--- src/design/sar_rx_pkg.sv ---
// Shared types and codes for the segmented-transfer receiver.
// No dependencies; imported by every sar_rx module and the top level.
`timescale 1ns / 1ps

package sar_rx_pkg;

    // Command codes carried with each input beat
    typedef enum logic [2:0] {
        CMD_OPEN   = 3'd0,
        CMD_PACKET = 3'd1,
        CMD_READY  = 3'd2,
        CMD_TICK   = 3'd3,
        CMD_CLOSE  = 3'd4
    } cmd_t;

    // Status codes returned with each result beat
    typedef enum logic [2:0] {
        ST_OK      = 3'd0,
        ST_INVALID = 3'd1,
        ST_BUSY    = 3'd2,
        ST_IO      = 3'd3,
        ST_DECODE  = 3'd4,
        ST_SINK    = 3'd5,
        ST_START   = 3'd6
    } status_t;

    // Control state, one-hot
    typedef enum logic [4:0] {
        CS_IDLE   = 5'b00001,
        CS_READY  = 5'b00010,
        CS_ACTIVE = 5'b00100,
        CS_ENDED  = 5'b01000,
        CS_FAILED = 5'b10000
    } ctrl_state_t;

    // Encoded state as reported on the result bus
    localparam logic [2:0] CODE_IDLE   = 3'd0;
    localparam logic [2:0] CODE_READY  = 3'd1;
    localparam logic [2:0] CODE_ACTIVE = 3'd2;
    localparam logic [2:0] CODE_ENDED  = 3'd3;
    localparam logic [2:0] CODE_FAILED = 3'd4;

    typedef struct packed {
        logic [2:0] cmd;
        logic       decode_ok;
        logic       flag_fin;
        logic       flag_idle;
        logic       flag_first;
        logic       flag_last;
        logic [7:0] pkt_seq;
        logic [7:0] payload_len;
        logic       sink_error;
        logic       start_error;
    } rx_item_t;

    typedef struct packed {
        status_t    status;
        logic       deliver;
        logic       ack_valid;
        logic       ack_nack;
        logic [7:0] ack_seq;
        logic [7:0] ack_window;
        logic       end_valid;
        logic       end_success;
        logic [2:0] rx_state;
    } rx_result_t;

    function automatic logic [2:0] state_code(ctrl_state_t st);
        logic [2:0] code;
        unique case (st)
            CS_IDLE:   code = CODE_IDLE;
            CS_READY:  code = CODE_READY;
            CS_ACTIVE: code = CODE_ACTIVE;
            CS_ENDED:  code = CODE_ENDED;
            CS_FAILED: code = CODE_FAILED;
            default:   code = CODE_IDLE;
        endcase
        return code;
    endfunction

endpackage

--- src/design/sar_transfer_receiver.sv ---
// Top level of the segmented-transfer receiver: stream ports, window register, stages.
// Depends on sar_rx_pkg, sar_rx_in_reg, sar_rx_core and sar_rx_out_reg.
`timescale 1ns / 1ps

// Segmented-transfer receiver. Each slave beat is one command (open, packet,
// ready, timer tick, close, carried in s_tuser) and produces exactly one master
// beat with status, delivery, acknowledgement and end-of-transfer information.
// Throughput is one beat per clock while m_tready does not stall the output.
// An accepted beat sits in the input register; its result is then loaded into
// the result register, which drives m_tvalid, once that register is empty or
// its held beat leaves. The rate is set by the update of the control state,
// the last in-order sequence number and the ack-armed flag in the decision
// stage, which every beat reads and writes. The window register is written
// through cfg_valid/cfg_data and must only change while no beat is in flight;
// cfg_ready is always high.
module sar_transfer_receiver #(
    parameter int SEQ_BITS     = 8,
    parameter int WINDOW_LIMIT = 255
) (
    input  logic        clk,
    input  logic        rst_n,

    input  logic        cfg_valid,
    output logic        cfg_ready,
    input  logic [7:0]  cfg_data,     // window

    input  logic        s_tvalid,
    output logic        s_tready,
    // decode_ok, flag_fin, flag_idle, flag_first, pkt_seq[7:0],
    // payload_len[7:0], sink_error, start_error, zero pad
    input  logic [23:0] s_tdata,
    input  logic [2:0]  s_tuser,      // cmd
    input  logic        s_tlast,      // flag_last

    output logic        m_tvalid,
    input  logic        m_tready,
    // deliver, ack_valid, ack_nack, ack_seq[7:0], ack_window[7:0],
    // end_success, rx_state[2:0], zero pad
    output logic [23:0] m_tdata,
    output logic [2:0]  m_tuser,      // status
    output logic        m_tlast       // end_valid
);
    import sar_rx_pkg::*;

    logic       [7:0] window_reg;
    rx_item_t         in_item;
    rx_item_t         item;
    logic             item_valid;
    logic             advance;
    rx_result_t       result;
    rx_result_t       result_out;

    // Window register: always ready, hold between writes
    assign cfg_ready = 1'b1;

    always_ff @(posedge clk or negedge rst_n)
    begin
        if (!rst_n)
        begin
            window_reg <= 8'd0;
        end
        else if (cfg_valid)
        begin
            window_reg <= cfg_data;
        end
    end

    // Unpack the slave beat
    always_comb
    begin
        in_item.cmd         = s_tuser;
        in_item.decode_ok   = s_tdata[0];
        in_item.flag_fin    = s_tdata[1];
        in_item.flag_idle   = s_tdata[2];
        in_item.flag_first  = s_tdata[3];
        in_item.flag_last   = s_tlast;
        in_item.pkt_seq     = s_tdata[11:4];
        in_item.payload_len = s_tdata[19:12];
        in_item.sink_error  = s_tdata[20];
        in_item.start_error = s_tdata[21];
    end

    sar_rx_in_reg u_in_reg (
        .clk        (clk),
        .rst_n      (rst_n),
        .in_valid   (s_tvalid),
        .in_ready   (s_tready),
        .in_item    (in_item),
        .advance    (advance),
        .item_valid (item_valid),
        .item       (item)
    );

    sar_rx_core #(
        .SEQ_BITS     (SEQ_BITS),
        .WINDOW_LIMIT (WINDOW_LIMIT)
    ) u_core (
        .clk     (clk),
        .rst_n   (rst_n),
        .window  (window_reg),
        .item    (item),
        .advance (advance),
        .result  (result)
    );

    sar_rx_out_reg u_out_reg (
        .clk        (clk),
        .rst_n      (rst_n),
        .item_valid (item_valid),
        .result_in  (result),
        .advance    (advance),
        .out_valid  (m_tvalid),
        .out_ready  (m_tready),
        .result_out (result_out)
    );

    // Pack the master beat
    assign m_tdata = {1'b0,
                      result_out.rx_state,
                      result_out.end_success,
                      result_out.ack_window,
                      result_out.ack_seq,
                      result_out.ack_nack,
                      result_out.ack_valid,
                      result_out.deliver};
    assign m_tuser = result_out.status;
    assign m_tlast = result_out.end_valid;

endmodule

--- src/design/sar_rx_in_reg.sv ---
// Input register stage: holds one accepted beat until the decision stage takes it.
// Depends on sar_rx_pkg.
`timescale 1ns / 1ps

module sar_rx_in_reg (
    input  logic                clk,
    input  logic                rst_n,
    input  logic                in_valid,
    output logic                in_ready,
    input  sar_rx_pkg::rx_item_t in_item,
    input  logic                advance,
    output logic                item_valid,
    output sar_rx_pkg::rx_item_t item
);
    import sar_rx_pkg::*;

    logic     valid_reg;
    logic     valid_next;
    rx_item_t item_reg;

    // Free when empty or when the held beat moves on this cycle
    assign in_ready   = !valid_reg || advance;
    assign valid_next = in_ready ? in_valid : valid_reg;

    always_ff @(posedge clk or negedge rst_n)
    begin
        if (!rst_n)
        begin
            valid_reg <= 1'b0;
        end
        else
        begin
            valid_reg <= valid_next;
        end
    end

    always_ff @(posedge clk)
    begin
        if (in_valid && in_ready)
        begin
            item_reg <= in_item;
        end
    end

    assign item_valid = valid_reg;
    assign item       = item_reg;

endmodule

--- src/design/sar_rx_core.sv ---
// Decision stage: control state, last in-order sequence and ack arming.
// Depends on sar_rx_pkg.
`timescale 1ns / 1ps

module sar_rx_core #(
    parameter int SEQ_BITS     = 8,
    parameter int WINDOW_LIMIT = 255
) (
    input  logic                  clk,
    input  logic                  rst_n,
    input  logic [7:0]            window,
    input  sar_rx_pkg::rx_item_t  item,
    input  logic                  advance,
    output sar_rx_pkg::rx_result_t result
);
    import sar_rx_pkg::*;

    localparam logic [SEQ_BITS-1:0] SeqMax = {SEQ_BITS{1'b1}};
    localparam logic [7:0] WinLimit = 8'(WINDOW_LIMIT);

    ctrl_state_t         state_reg;
    ctrl_state_t         state_next;
    logic [SEQ_BITS-1:0] last_seq_reg;
    logic [SEQ_BITS-1:0] last_seq_next;
    logic                armed_reg;
    logic                armed_next;

    logic [SEQ_BITS-1:0] seq_m;
    logic [SEQ_BITS-1:0] seq_expect;
    logic [7:0]          last_low;
    status_t             status;
    logic                deliver;
    logic                send;
    logic                end_valid;
    logic                end_success;
    logic                in_order;

    // Fit the 8-bit packet sequence into SEQ_BITS, and the stored sequence into 8 bits
    for (genvar i = 0; i < SEQ_BITS; i++)
    begin : g_seq_in
        if (i < 8)
        begin : g_bit
            assign seq_m[i] = item.pkt_seq[i];
        end
        else
        begin : g_zero
            assign seq_m[i] = 1'b0;
        end
    end

    for (genvar j = 0; j < 8; j++)
    begin : g_seq_out
        if (j < SEQ_BITS)
        begin : g_bit
            assign last_low[j] = last_seq_next[j];
        end
        else
        begin : g_zero
            assign last_low[j] = 1'b0;
        end
    end

    assign seq_expect = last_seq_reg + SEQ_BITS'(1);
    assign in_order   = (seq_m == seq_expect);

    always_comb
    begin
        state_next    = state_reg;
        last_seq_next = last_seq_reg;
        armed_next    = armed_reg;
        status        = ST_OK;
        deliver       = 1'b0;
        send          = 1'b0;
        end_valid     = 1'b0;
        end_success   = 1'b0;

        unique case (item.cmd)
            CMD_OPEN:
            begin
                if (window > WinLimit)
                begin
                    status = ST_INVALID;
                end
                else if (state_reg != CS_IDLE && state_reg != CS_FAILED)
                begin
                    status = ST_BUSY;
                end
                else
                begin
                    last_seq_next = SeqMax;
                    if (item.start_error)
                    begin
                        state_next = CS_IDLE;
                        armed_next = 1'b0;
                        status     = ST_START;
                    end
                    else
                    begin
                        state_next = CS_READY;
                        armed_next = 1'b1;
                        send       = 1'b1;
                    end
                end
            end
            CMD_PACKET:
            begin
                priority if (!item.decode_ok)
                begin
                    state_next = CS_FAILED;
                    end_valid  = 1'b1;
                    status     = ST_DECODE;
                end
                else if (item.flag_fin)
                begin
                    priority if (item.payload_len != 8'd0)
                    begin
                        state_next = CS_FAILED;
                        end_valid  = 1'b1;
                        status     = ST_INVALID;
                    end
                    else if (state_reg == CS_IDLE || state_reg == CS_FAILED)
                    begin
                        status = ST_INVALID;
                    end
                    else if (state_reg != CS_ENDED)
                    begin
                        state_next = CS_FAILED;
                        end_valid  = 1'b1;
                        status     = ST_INVALID;
                    end
                    else
                    begin
                        // FIN with the idle flag closes the transfer cleanly
                        state_next  = item.flag_idle ? CS_IDLE : CS_FAILED;
                        end_valid   = 1'b1;
                        end_success = item.flag_idle;
                    end
                end
                else if (item.flag_first && state_reg != CS_READY)
                begin
                    state_next = CS_FAILED;
                    end_valid  = 1'b1;
                    status     = ST_IO;
                end
                else if (!item.flag_first && state_reg != CS_ACTIVE)
                begin
                    state_next = CS_FAILED;
                    end_valid  = 1'b1;
                    status     = ST_BUSY;
                end
                else
                begin
                    state_next = item.flag_last ? CS_ENDED : CS_ACTIVE;
                    armed_next = 1'b1;
                    send       = 1'b1;
                    // Out-of-order packets are dropped but still acknowledged
                    if (in_order)
                    begin
                        if (item.payload_len != 8'd0 && item.sink_error)
                        begin
                            deliver    = 1'b1;
                            state_next = CS_FAILED;
                            end_valid  = 1'b1;
                            status     = ST_SINK;
                        end
                        else
                        begin
                            deliver       = (item.payload_len != 8'd0);
                            last_seq_next = seq_m;
                        end
                    end
                end
            end
            CMD_READY:
            begin
                armed_next = 1'b1;
                send       = 1'b1;
            end
            CMD_TICK:
            begin
                send = armed_reg;
            end
            CMD_CLOSE:
            begin
                armed_next = 1'b0;
                if (state_reg == CS_ACTIVE || state_reg == CS_READY)
                begin
                    state_next = CS_FAILED;
                    end_valid  = 1'b1;
                end
            end
            default:
            begin
                status = ST_INVALID;
            end
        endcase
    end

    always_comb
    begin
        result.status      = status;
        result.deliver     = deliver;
        result.ack_valid   = send;
        result.ack_nack    = send && (state_next == CS_FAILED);
        result.ack_seq     = send ? last_low : 8'd0;
        result.ack_window  = send ? window : 8'd0;
        result.end_valid   = end_valid;
        result.end_success = end_success;
        result.rx_state    = state_code(state_next);
    end

    always_ff @(posedge clk or negedge rst_n)
    begin
        if (!rst_n)
        begin
            state_reg    <= CS_IDLE;
            last_seq_reg <= SeqMax;
            armed_reg    <= 1'b0;
        end
        else if (advance)
        begin
            state_reg    <= state_next;
            last_seq_reg <= last_seq_next;
            armed_reg    <= armed_next;
        end
    end

    a_end_leaves_open: assert property (@(posedge clk) disable iff (!rst_n)
        advance && result.end_valid |=> state_reg == CS_IDLE || state_reg == CS_FAILED)
        else $error("transfer end left the control in an open state");

    a_open_restarts: assert property (@(posedge clk) disable iff (!rst_n)
        advance && item.cmd == CMD_OPEN && result.status == ST_OK
        |=> last_seq_reg == SeqMax && armed_reg && state_reg == CS_READY)
        else $error("open did not restart sequence and arm the ack");

    a_close_disarms: assert property (@(posedge clk) disable iff (!rst_n)
        advance && item.cmd == CMD_CLOSE |=> !armed_reg)
        else $error("close left the ack armed");

    a_sink_fails: assert property (@(posedge clk) disable iff (!rst_n)
        advance && result.status == ST_SINK
        |=> state_reg == CS_FAILED && last_seq_reg == $past(last_seq_reg))
        else $error("sink rejection must fail without advancing the sequence");

endmodule

--- src/design/sar_rx_out_reg.sv ---
// Result register stage: holds one result beat until the consumer takes it.
// Depends on sar_rx_pkg.
`timescale 1ns / 1ps

module sar_rx_out_reg (
    input  logic                   clk,
    input  logic                   rst_n,
    input  logic                   item_valid,
    input  sar_rx_pkg::rx_result_t result_in,
    output logic                   advance,
    output logic                   out_valid,
    input  logic                   out_ready,
    output sar_rx_pkg::rx_result_t result_out
);
    import sar_rx_pkg::*;

    logic       valid_reg;
    logic       valid_next;
    rx_result_t result_reg;

    // Take a new result when empty or when the held one leaves this cycle
    assign advance    = item_valid && (!valid_reg || out_ready);
    assign valid_next = advance ? 1'b1 : (valid_reg && !out_ready);

    always_ff @(posedge clk or negedge rst_n)
    begin
        if (!rst_n)
        begin
            valid_reg <= 1'b0;
        end
        else
        begin
            valid_reg <= valid_next;
        end
    end

    always_ff @(posedge clk)
    begin
        if (advance)
        begin
            result_reg <= result_in;
        end
    end

    assign out_valid  = valid_reg;
    assign result_out = result_reg;

endmodule

--- config.mk ---
export PLATFORM = sky130hd
export DESIGN_NAME = sar_transfer_receiver
export DESIGN_NICKNAME = d
export VERILOG_FILES = /design/src/design/sar_rx_pkg.sv /design/src/design/sar_transfer_receiver.sv /design/src/design/sar_rx_in_reg.sv /design/src/design/sar_rx_core.sv /design/src/design/sar_rx_out_reg.sv
export SDC_FILE = /design/constraint.sdc
export NUM_CORES = 1
export LEC_CHECK = 0
export ABC_AREA = 1
export BUFFER_PORTS_ARGS = -buffer_cell sky130_fd_sc_hd__buf_4
export CORE_ASPECT_RATIO = 0.5
export CORE_MARGIN = 4
export CORE_UTILIZATION = 59
export DETAILED_ROUTE_END_ITERATION = 7
export PLACE_DENSITY = 0.84
export SYNTH_ARGS = -nofsm -noshare
export SYNTH_HDL_FRONTEND = slang
export SYNTH_SLANG_ARGS = --single-unit
--- constraint.sdc ---
create_clock -name clk -period 3.3 [get_ports clk]
set_input_delay 0.66 -clock clk [delete_from_list [all_inputs] [get_ports clk]]
set_output_delay 0.66 -clock clk [all_outputs]
set_load 0.05 [all_outputs]
==> impl_metrics.csv <==
group,metric,value,unit
grt,grt_max_degree,28,
clock_network,cts_buffers,9,
cells_and_area,largest_register_ff_count,27,
critical_path,rr_startpoint,"u_core.last_seq_reg[0]$_DFFE_PN1P_",
sta,hold_ws,218.5,ps
power_and_ir_drop,power,3.291,mW
placement,dp_cells,542,
cells_and_area,final_cell_area,0.004671,sq mm
critical_path,crit_path_start_kind,"flip-flop",
yosys,synth_fa_ha_area_share,0.3322,%
critical_path,worst_ep_required_time,3390,ps
yosys,ys_warn_count,0,
sta,rsz0062_at_grt,"false",
yosys,synth.most_common_cell,"nand2_1",
cells_and_area,fin_util,76.18,%
yosys,synthTopCellsByCount,"nand2_1, inv_1, edfxtp_1",
cells_and_area,nets,507,
yosys,synth_compound_area_share,7.907,%
yosys,synth_edf_count,53,
route,via_per_inst,5.065,
yosys,synth_top_area_share,42.26,%
yosys,synth_fp_nets,433,
route,ant_nets,0,
cells_and_area,drive_gt1_share,27.66,%
yosys,synth_ff_type,"edfxtp_1",
sta,finClkSkew,3.717,ps
yosys,synth_top_family_by_area,"simple AND/OR/NAND/NOR gates",
die,dieHeight,64.50,microns
yosys,ys_ff_latch,77,
yosys,syn_area_per_cell,9.632,sq um
yosys,synth_area_leader_cell,"edfxtp_1",
yosys,synth_mux_area_share,2.392,%
run,maxCapViolations,0,
clock_network,holdBufCountCts,0,
route,routedWlPerCell,13.51,microns
critical_path,ff2ff_path_depth,14,
yosys,synth_cell_types,38,
sta,finalCritPeriodShare,72.03,%
route,routed_wl,7541,microns
sta,fin_setup_tns,0,ps
power_and_ir_drop,irDropWorstVdd,0.4721,mV
critical_path,max_stage_delay,590,ps
placement,port_buffers,67,
critical_path,r2r_slack,920,ps
grt,antenna_found_initial,0,
placement,dpl.hpwl,5418,microns
clock_network,clk_latency,330,ps
critical_path,regToRegEndpoint,"u_out_reg.result_out[18]$_SDFFCE_PN0P_",
grt,grt_overflow,0,
min_path,worstHoldPathType,"in -> async",
die,pin_count,72,
clock_network,cts_buffer_depth,2,
sta,setup_viol,0,
yosys,synth_xor_area_share,0.9302,%
placement,dpl_cell_area,0.004349,sq mm
power_and_ir_drop,p_per_area,704.6,mW/mm^2
critical_path,cp-end-kind,"flip-flop",
clock_network,clk_pin_slew,60,ps
critical_path,slowest_stage,"dfstp_2",
clock_network,post_cts.repair.setup_buffers,0,
route,dr.pass1.iters,4,
grt,grt_pass1_vias,2687,
clock_network,cts_root_buf,"clkbuf_16",
yosys,synth-simple-area-share,22.66,%
clock_network,cts.sink_count,77,
sta,slew_violations,0,
clock_network,post_cts_resize_count,0,
yosys,postSynth.asyncResetShare,31.17,%
sta,period_needed,2377,ps
yosys,syn_inst,391,
cells_and_area,stdcell_count,558,
critical_path,worstSetupPathType,"reg -> reg",
sta,fmax,420.7,MHz
route,drtIter0Drc,234,
cells_and_area,diodes,0,
die,num_rows,20,
critical_path,path_max_fanout,16,
route,num_vias,2826,
placement,place_congestion,0.9224,
grt,grt_usage,20.99,%
clock_network,cts_tree,"built",
die,core,0.006131,sq mm
sta,timing.final.ws_setup,923.1,ps
yosys,yosysSeqAreaShare,58.50,%
sta,finalHoldViolations,0,
yosys,syn_area,0.003766,sq mm
clock_network,cts.htree.levels,3,
critical_path,crit_chain,"ha_1 -> inv_1 -> nand2_1 -> nand2_1 -> nand2_1 -> nand2_1 -> nor2_1 -> nand3_2 -> nor2_8 -> nand3_4 -> a21oi_1 -> o21ai_1 -> nand2_1 -> nor2_1",
grt,grt_first_pass_wirelength,12340,microns
yosys,yosys-top-cells-area,"edfxtp_1, dfrtp_1, nand2_1",
power_and_ir_drop,p_leak,2.165,nW
critical_path,cp_data_arrival_time,2470,ps
die,initial_utilization,61.43,%
route,drc,0,
die,fp.dieW,121.0,microns
critical_path,cpMostUsedCell,"nand2_1",
outcome,outcome,"finished clean",
placement,dpl_worst_slack,928.7,ps
die,dieArea,0.007803,sq mm
cells_and_area,syn_to_final_growth,24.02,%
-- layout make-up --
type | count | area, sq um
clock buffer | 13 | 281.5
sequential | 77 | 2203
inverter | 57 | 214.0
multi-input combinational | 250 | 1296
timing repair buffer | 70 | 525.5
clock inverter | 3 | 40.04
tap | 88 | 110.1
fill | 402 | 1460
-- where the power goes --
part	switching (mW)	leakage [nW]	internal, mW
clock	0.353	0.161	0.669
sequential	0.123	0.792	1.24
combinational	0.601	1.21	0.304
-- per-layer routing --
layer | GRT usage [%] | part of all wire, % | vias up
li1 | - | - | 1430
met1 | 24.55 | 40 | 1276
met2 | 36.14 | 50 | 100
met3 | 7.236 | 7.9 | 20
met4 | 7.910 | 1.9 | 0
met5 | 0 | 0 | -
-- cell usage in the layout, fill, tap and decap left out, types with 9 or more instances in the layout --
cell	instances
nand3_1	19
dfrtp_1	15
a21oi_1	16
inv_1	54
edfxtp_1	53
buf_4	70
nor2_1	34
dfstp_2	9
o21ai_0	16
nand2_1	96
o21ai_1	17
clkbuf_16	10
-- critical path: cells and delay by family, from the launching register on --
| kind | cells | cell delay, ps |
|---|---|---|
| compound gates | 2 | 270 |
| fa+ha+maj | 1 | 230 |
| buf+inv | 1 | 50 |
| simple gates | 10 | 980 |
| flops | 1 | 590 |
-- worst max path at each step --
stage	from	end	slack (ps)	depth (start not counted)
after floorplan	m_tready	u_in_reg.item[0]$_DFFE_PP_	1140	4
after global routing	u_core.last_seq_reg[0]$_DFFE_PN1P_	u_out_reg.result_out[17]$_SDFFCE_PN0P_	690	14
after global placement	u_core.last_seq_reg[0]$_DFFE_PN1P_	u_out_reg.result_out[15]$_SDFFCE_PN0P_	980	14
final	u_core.last_seq_reg[0]$_DFFE_PN1P_	u_out_reg.result_out[18]$_SDFFCE_PN0P_	920	14
after detailed placement	u_core.last_seq_reg[0]$_DFFE_PN1P_	u_out_reg.result_out[15]$_SDFFCE_PN0P_	930	14
after CTS	u_core.last_seq_reg[0]$_DFFE_PN1P_	u_out_reg.result_out[15]$_SDFFCE_PN0P_	920	14
-- kinds of logic (layout without fill, tap and decap cells) --
| group | after synthesis | in the layout |
|---|---|---|
| xor gates and xnor gates | 4 | 4 |
| adders and majority gates | 1 | 1 |
| other | 2 | 2 |
| DFF | 77 | 77 |
| muxes | 8 | 8 |
| buffers and inverters | 64 | 143 |
| AOI/OAI and AO/OA | 54 | 54 |
| and+or+nand+nor | 181 | 181 |
(Power assumes the default switching activity.)
